## src/rtl/vn_lane.sv

```systemverilog
// One registered step of a bit-serial square-root style search: decides one result
// bit (none if BIT < 0) by shifts, adds, a subtract and a compare. No package use.
`default_nettype none

module vn_lane #(
  parameter int WIDTH = 62,
  parameter int QW    = 16,
  parameter int BIT   = 0
) (
  input  wire logic             clk_i,
  input  wire logic [WIDTH-1:0] rem_i,
  input  wire logic [WIDTH-1:0] acc_i,
  input  wire logic [WIDTH-1:0] scl_i,
  input  wire logic [QW-1:0]    q_i,
  output logic      [WIDTH-1:0] rem_o,
  output logic      [WIDTH-1:0] acc_o,
  output logic      [WIDTH-1:0] scl_o,
  output logic      [QW-1:0]    q_o
);

  logic [WIDTH-1:0] rem_d, acc_d;
  logic [QW-1:0]    q_d;

  generate
    if (BIT >= 0) begin : g_step
      logic [WIDTH-1:0] trial;
      logic             take;
      // The trial is 2^(b+1)*q*S + 2^(2b)*S, the growth of q^2*S when bit b is set.
      assign trial = (acc_i << (BIT + 1)) + (scl_i << (2 * BIT));
      assign take  = (rem_i >= trial);
      always_comb begin
        rem_d = rem_i;
        acc_d = acc_i;
        q_d   = q_i;
        if (take) begin
          rem_d = rem_i - trial;
          acc_d = acc_i + (scl_i << BIT);
          q_d   = q_i | ({{(QW-1){1'b0}}, 1'b1} << BIT);
        end
      end
    end else begin : g_hold
      always_comb begin
        rem_d = rem_i;
        acc_d = acc_i;
        q_d   = q_i;
      end
    end
  endgenerate

  always_ff @(posedge clk_i) begin
    rem_o <= rem_d;
    acc_o <= acc_d;
    scl_o <= scl_i;
    q_o   <= q_d;
  end

endmodule

`default_nettype wire

```

## config.mk

```make
export PLATFORM = sky130hd
export DESIGN_NAME = vn_lane
export DESIGN_NICKNAME = d
export VERILOG_FILES = /design/src/rtl/vn_lane.sv
export SDC_FILE = /design/constraint.sdc
export NUM_CORES = 1
export LEC_CHECK = 0
export BUFFER_PORTS_ARGS = -buffer_cell sky130_fd_sc_hd__buf_2
export CORE_MARGIN = 8
export CORE_UTILIZATION = 35
export CTS_BUF_LIST = sky130_fd_sc_hd__clkbuf_4 sky130_fd_sc_hd__clkbuf_8 sky130_fd_sc_hd__clkbuf_16
export DETAILED_ROUTE_END_ITERATION = 12
export SLEW_MARGIN = 30
export SYNTH_ARGS = -nofsm -noshare
export SYNTH_HDL_FRONTEND = slang
export SYNTH_SLANG_ARGS = --single-unit
export TNS_END_PERCENT = 10
```

## constraint.sdc

```tcl
create_clock -name clk_i -period 6.4 [get_ports clk_i]
set_input_delay 0.96 -clock clk_i [delete_from_list [all_inputs] [get_ports clk_i]]
set_output_delay 0.96 -clock clk_i [all_outputs]
set_load 0.05 [all_outputs]
```

* After elaboration in Yosys (flattened, before gate mapping)
Index checks and enable logic that the tools add are counted.
** Operators by class
- Add/subtract/negate cells :: 3
- Multiply operators :: 0
- Div/mod/pow operators :: 0
- $lt $le $gt $ge :: 1
- Equal/unequal tests :: 0
- Shifts and indexed selects :: 0
- Muxes and demuxes :: 2
- Bitwise operators :: 0
- Reductions and logical operators :: 0
** Operators with widths (count)
- $add 62x62->62 :: 2
- $mux 62 :: 2
- $ge 62x62->1 :: 1
- $sub 62x62->62 :: 1
** Word-level totals
- Flip-flop bits (word level) :: 202
- Latch bits :: 0
- RAM bits :: 0
- Memory bits (read-only) :: 0
- Input bits :: 203
- Output and inout port bits :: 202
- Word-level logic and storage cells :: 11
- Memories :: 0

* Depth between registers and ports, before layout
Gate-level depths: netlist of run 1.
- Word-level depth :: 3
- Depth in mapped cells :: 28

* Worst setup path before layout of run 1
No wires, ideal clock.
- Path kind :: input to register
- Start :: input port acc_i[0]
- End :: register acc_o[0]
- Arrival :: 5.875 ns
- Setup slack :: 0.404 ns
- Stages on the path :: 25
- Path through :: ha_1 > inv_1 > fa_1 > nor2b_1 > o311ai_1 > and2_1 > o211a_1 > o21ai_1 > a31oi_1 > o21ai_1 > a21o_1 > a21oi_1 > xor2_1 > ha_1 > a2111oi_2 > a221o_1 > a31oi_1 > a221oi_2 > o31ai_1 > a21oi_2 > nand4b_1 > a31oi_4 > buf_6 > buf_6 > mux2_2
** On the way
- Word-level cells in the longest chain between the ends :: 3
** RTL lines
- start, declared :: RTL line 12 : input wire logic [WIDTH-1:0] acc_i,
- $add 62x62->62 :: RTL line 29 : assign trial = (acc_i << (BIT + 1)) + (scl_i << (2 * BIT));
- $ge 62x62->1 :: RTL line 30 : assign take = (rem_i >= trial);
- $mux 62 * :: RTL line 35 : if (take) begin
- via acc_d[0] :: RTL line 21 : logic [WIDTH-1:0] rem_d, acc_d;
- end signal, assigned :: RTL line 52 : acc_o <= acc_d;
- end, declared :: RTL line 16 : output logic [WIDTH-1:0] acc_o,
The timed path passes the listed nets; every way through them passes the cells marked *.
A chain may end at the register's enable or synchronous reset.

* Worst setup path after layout of run 1
- Start :: input port acc_i[0]
- End :: register acc_o[36]
Same word-level chain as after synthesis.

==> qor.yml, run 1 <==
routing:
  wl_per_cell_um: 20.1
  drtAntennaViolNets: 0
  vias: 17200
  drt_iter0_markers: 1326
  route.detailed.drc: 0
  vias_per_cell: 5.42
  first_pass_iters: 6
  finalWirelength_mm: 63.8
synth:
  syn_nets: 2471
  ys_ff_latch: 202
  yosys.area.top_type_share: 0.247
  ys_types: 85
  yosysMostFrequentCell: "nand2_1"
  synth.area.top_cells: "dfxtp_1 (25%), ha_1 (14%), a21oi_1 (6.3%), o21ai_0 (6.0%), nand2_1 (5.9%)"
  synth_edf_count: 0
  synth_cells: 2082
  syn_avg_cell_area_um2: 7.85
  synth_ff_type: "dfxtp_1"
  synth_top_cell_by_area: "dfxtp_1"
  async_flop_share: 0
  synthTopCellsByCount: "nand2_1 (258), a21oi_1 (207), dfxtp_1 (202)"
  yosysSeqAreaShare: 0.247
  syn-cell-area_um2: 16400
  yosysWarnings: 0
power_and_ir_drop:
  cellLeakagePower_nw: 9.80
  peakVddDrop_mv: 0.273
  combPwrFrac: 0.561
  swShare: 0.486
  internal-power_mw: 3.84
  powerDensity_nw_per_um2: 364
  pwr-share-seq: 0.228
  finalPower_mw: 7.48
  clkPwrFrac: 0.210
  p_sw_mw: 3.63
grt:
  first_global_vias: 16900
  grt_pass1_wl_mm: 96.9
  grt_usage: 0.225
  grt_antenna_before_repair: 13
  grt_overflow: 0
  grt_max_degree: 44
floorplanning:
  core.rowCount: 79
  io_pins: 405
  fp.dieArea_um2: 53900
  die_h_um: 232
  die_w_um: 232
  initial_utilization: 0.353
  coreArea_um2: 46400
setup_path:
  cp_data_arrival_time_ns: 6.45
  cp-start-kind: "primary input"
  critPathTopFamily: "compound AO/OA/AOI/OAI gates"
  crit_type: "primary input to register"
  crit_path_top_delay_cell: "fa_1"
  critPathBufInv: 6
  crit_path_max_incr_delay_ns: 0.39
  crit_fanout: 40
  cp.required_ns: 6.83
  cp-end-kind: "register"
clock_tree:
  root_buffer: "clkbuf_16"
  cts_buffer_depth: 3
  clkSlewWorstSetupHoldPaths_ns: 0.05
  cts_buffers: 26
  cts_tree: "yes"
  htreeDepth: 1
  cts_num_sinks: 202
status:
  outcome: "completed"
place:
  dp_cells: 3108
  dp_hpwl_mm: 53.8
  gp_congestion: 0.952
  portBuffers: 404
sta:
  worst_pin_slew_ns: 0.655
  fmax_mhz: 166
  finalHoldViolCount: 0
  setup_violations: 0
  slew_headroom: 0.561
  drv_slew: 0
  fin_crit_ns: 6.03
  rsz0062_at_grt: "false"
  min_period_over_period: 0.941
cells_and_area:
  area_delta_synth_final_pct: 25.7
  final_layout_size_suffix_gt1_frac: 0.242
  stdcell_count: 3168
  nets: 2919
min_path:
  hold_path.class: "primary input to register"
run:
  drv_cap: 0
power by group through the flow:
stage,Sequential (mW),Clock (mW),Combinational (mW)
global placement,1.74,0,4.15
CTS,1.71,1.62,4.19
floorplan,2.86,0,1.83
global route,1.73,1.67,4.51
finish,1.71,1.57,4.20
detailed placement,1.74,0,4.17
cell usage in the layout, fill, tap and decap left out, types with 39 or more instances in the layout:
cell type	count
a21o_1	121
a21oi_1	206
buf_2	404
buf_4	110
dfxtp_1	202
ha_1	183
inv_1	50
nand2_1	258
nand3_1	53
nand4_1	47
nor2_1	99
o21ai_0	196
o21bai_1	39
xnor2_1	99
xor2_1	70
metal layers:
metal | GRT usage | routed length (um)
met4 | 0.0714 | 1310
met2 | 0.355 | 29000
met3 | 0.0337 | 3660
met1 | 0.310 | 29800
met5 | 0 | 40
layout make-up:
cell class                 count  area (um2)
antenna                       11        27.5
clock buffer                  37         752
clock inverter                11         171
fill                        4744       25800
inverter                      50         188
multi-input combinational   1730       11600
sequential                   202        4040
tap                          607         759
timing repair buffer         520        2970
through the flow:
stage                util  cell area (um2)  hold WS [ns]  setup WS, ns  setup TNS [ns]
floorplan               -            16400         0.988         0.404               0
detailed placement  0.422            19600          1.06        -0.261          -20.65
global placement    0.422            19600          1.06       -0.0893           -5.27
global route        0.443            20500         0.455        0.0147               0
finish              0.443            20500         0.483         0.374               0
CTS                 0.442            20500         0.449         0.284               0
path summary, 6_finish.rpt:
path                  from        end  slack (ns)  cells past startpoint
hold / removal      q_i[3]     q_o[3]        0.48                      1
setup / recovery  acc_i[0]  acc_o[36]        0.37                     28
repair_timing:
action / CTS / global route
endpoints found under the setup margin: 0 / 23
hold buffers: 0 / 0
resized for setup: 0 / 6
setup buffers: 0 / 1
kinds of logic after synthesis:
group | Yosys count | share of synthesized area
XOR/XNOR | 169 | 0.0905
multiplexers | 6 | 0.00413
adder cells (fa/ha/maj) | 186 | 0.144
AND/OR/NAND/NOR | 606 | 0.174
flip-flops | 202 | 0.247
AO/OA/AOI/OAI | 763 | 0.297
buffers and inverters | 150 | 0.0430
registers in the layout, summed over array words and instances (netlist names):
register	count
acc_o	62
q_o	16
scl_o	62
rem_o	62
Power figures use the tool's default switching activity.
==> run 2, diff against run 1 <==
--- a/config.mk
+++ b/config.mk
@@ -5,11 +5,13 @@
 export SDC_FILE = /design/constraint.sdc
 export NUM_CORES = 1
 export LEC_CHECK = 0
+export ABC_AREA = 1
 export BUFFER_PORTS_ARGS = -buffer_cell sky130_fd_sc_hd__buf_2
 export CORE_MARGIN = 8
 export CORE_UTILIZATION = 35
 export CTS_BUF_LIST = sky130_fd_sc_hd__clkbuf_4 sky130_fd_sc_hd__clkbuf_8 sky130_fd_sc_hd__clkbuf_16
 export DETAILED_ROUTE_END_ITERATION = 12
+export REMOVE_ABC_BUFFERS = 1
 export SLEW_MARGIN = 30
 export SYNTH_ARGS = -nofsm -noshare
 export SYNTH_HDL_FRONTEND = slang
==> constraint.sdc (replaced) <==
create_clock -name clk_i -period 6.9 [get_ports clk_i]
set_input_delay 1.035 -clock clk_i [delete_from_list [all_inputs] [get_ports clk_i]]
set_output_delay 1.035 -clock clk_i [all_outputs]
set_load 0.05 [all_outputs]
==> qor.yml, run 2 <==
sta:
  finalHoldViolCount: 0  # unchanged
  rsz0062_at_grt: "false"  # unchanged
  fmax_mhz: 201
  setup_violations: 0  # unchanged
  drv_slew: 0  # unchanged
  setup_tns_ns: 0  # unchanged
  min_period_over_period: 0.719
  slew_headroom: 0.601  # was 0.561
  worst_pin_slew_ns: 0.599  # was 0.655 ns
  fin_crit_ns: 4.96
cells_and_area:
  post-route-util: 0.416  # was 0.443
  stdcell_count: 5205  # was 3168
  most-common-layout-cells: "nand2_1 (1522), inv_1 (845), buf_2 (404)"  # was buf_2 (404), nand2_1 (258), a21oi_1 (206)
  multi_input_area_um2: 14200  # was 11600 um2
  nets: 4783  # was 2919
  mostFrequentLayoutCell: "nand2_1"  # was buf_2
  final_layout_size_suffix_gt1_frac: 0.113  # was 0.242
  fill_cells: 7083  # was 4744
  register_area_um2: 4040  # unchanged
  area_delta_synth_final_pct: 17.8  # was 25.7%
  largestRegisters: "acc_o (62), rem_o (62), scl_o (62)"  # unchanged
  final_area_um2: 25600  # was 20500 um2
synth:
  synth_top_cell_by_area: "nand2_1"  # was dfxtp_1
  synth_edf_count: 0  # unchanged
  ys_ff_latch: 202  # unchanged
  syn-cell-area_um2: 21700  # was 16400 um2
  ys_types: 40  # was 85
  synth_ff_type: "dfxtp_1"  # unchanged
  async_flop_share: 0  # unchanged
  yosysMostFrequentCell: "nand2_1"  # unchanged
  synth_cells: 3983  # was 2082
  yosysSeqAreaShare: 0.186  # was 0.247
  synth.area.top_cells: "nand2_1 (26%), dfxtp_1 (19%), inv_1 (15%), ha_1 (11%), nor2_1 (6.3%)"  # was dfxtp_1 (25%), ha_1 (14%), a21oi_1 (6.3%), o21ai_0 (6.0%), nand2_1 (5.9%)
  syn_avg_cell_area_um2: 5.45  # was 7.85 um2
  synthTopCellsByCount: "nand2_1 (1522), inv_1 (845), nor2_1 (362)"  # was nand2_1 (258), a21oi_1 (207), dfxtp_1 (202)
  yosys.area.top_type_share: 0.263  # was 0.247
  yosysWarnings: 0  # unchanged
clock_tree:
  cts_buffers: 25  # was 26
  cts_hold_buf: 0  # unchanged
  root_buffer: "clkbuf_16"  # unchanged
  cts_setup_buffers: 0  # unchanged
  cts_tree: "yes"  # unchanged
  cts_num_sinks: 202  # unchanged
  cts_resized: 0  # unchanged
  clkSlewWorstSetupHoldPaths_ns: 0.06  # was 0.05 ns
  cts_buffer_depth: 3  # unchanged
  htreeDepth: 1  # unchanged
routing:
  route.detailed.drc: 0  # unchanged
  first_pass_iters: 8  # was 6
  vias_per_cell: 4.82  # was 5.42
  drt_iter0_markers: 1473  # was 1326
  drtAntennaViolNets: 0  # unchanged
  finalWirelength_mm: 94.8  # was 63.8 mm
  wl_per_cell_um: 18.2  # was 20.1 um
  vias: 25100  # was 17200
setup_path:
  cp.required_ns: 7.40  # was 6.83 ns
  cp-end-kind: "register"  # unchanged
  crit_fanout: 73  # was 40
  cp_data_arrival_time_ns: 5.47  # was 6.45 ns
  cp-start-kind: "primary input"  # unchanged
  crit_type: "primary input to register"  # unchanged
run:
  drv_cap: 0  # unchanged
place:
  dp_hpwl_mm: 83.2  # was 53.8 mm
  dp_cells: 5157  # was 3108
  gp_congestion: 0.991  # was 0.952
  portBuffers: 404  # unchanged
  dpl_cell_area_um2: 24600  # was 19600 um2
grt:
  grt_pass1_wl_mm: 141  # was 96.9 mm
  grt_usage: 0.260  # was 0.225
  grt_max_degree: 74  # was 44
  grt_overflow: 0  # unchanged
  grt_antenna_before_repair: 1  # was 13
  first_global_vias: 24800  # was 16900
floorplanning:
  initial_utilization: 0.353  # about the same
  die_h_um: 265  # was 232 um
  fp.dieArea_um2: 70200  # was 53900 um2
  coreArea_um2: 61500  # was 46400 um2
  io_pins: 405  # unchanged
  core.rowCount: 91  # was 79
  die_w_um: 265  # was 232 um
min_path:
  hold_path.class: "primary input to register"  # unchanged
power_and_ir_drop:
  powerDensity_nw_per_um2: 271  # was 364 nW/um2
  cellLeakagePower_nw: 15.3  # was 9.80 nW
  peakVddDrop_mv: 0.198  # was 0.273 mV
status:
  outcome: "completed"  # unchanged
## run 2: routing by layer
metal / up-vias / track usage / routed length, um
li1: 13000 / - / -
met2: 737 / 0.456 / 44300
met1: 11200 / 0.312 / 40200
met5: - / 0 / 0
met3: 197 / 0.0305 / 5060
met4: 0 / 0.128 / 5340
## run 2: critical path, stage by stage
cell and delay, ns:
buf_2 0.11, ha_1 0.17, inv_1 0.06, fa_1 0.39
inv_1 0.07, nand3_1 0.10, nand2_1 0.16, a21oi_1 0.15
o21bai_1 0.30, nand2_1 0.10, nand2_1 0.21, nand2_1 0.15
nand4_1 0.10, nand2_1 0.09, ha_1 0.38, nand2_1 0.11
nor2_1 0.21, and2_1 0.20, nand3b_1 0.12, nor2_2 0.12
nand4_2 0.13, nand3_4 0.35, buf_12 0.31, nand2_1 0.11
o21ai_1 0.08
## run 2: path summary, 6_finish.rpt
check             startpoint   endpoint  slack [ns]  cells past startpoint
setup / recovery    scl_i[1]  acc_o[27]        1.94                     25
hold / removal        q_i[5]     q_o[5]        0.56                      1
## run 2: power breakdown
part           internal [mW]  switching [mW]
Combinational           1.03            2.89
Sequential              1.44          0.0743
Clock                  0.918           0.582
Total                   3.38            3.55
## run 2: cell type report
cell class              count  share of cell area
repair buffers            418              0.0842
multi-input cells        2894               0.557
clock inverters            11             0.00695
inverters                 853               0.125
well taps                 790              0.0387
diodes                      2            0.000196
flip-flops and latches    202               0.158
clock buffers              35              0.0296
## run 2: metrics by stage
| step | setup slack (ns) | hold WS [ns] | total power, mW |
|---|---|---|---|
| floorplan | 0.245 | 1.06 | 4.29 |
| global placement | 1.45 | 1.14 | 5.43 |
| detailed placement | 1.41 | 1.14 | 5.43 |
| CTS | 1.98 | 0.514 | 6.97 |
| global route | 1.58 | 0.520 | 7.40 |
| finish | 1.94 | 0.558 | 6.93 |
## run 2: cell families (layout without fill, tap and decap cells)
family	count (synthesis)	count (layout)	synth area share
buffers and inverters	887	1317	0.158
AO/OA/AOI/OAI	357	357	0.0857
XOR/XNOR	99	99	0.0400
other	0	2	0
flip-flops	202	202	0.186
adder cells (fa/ha/maj)	186	186	0.108
AND/OR/NAND/NOR	2252	2252	0.421
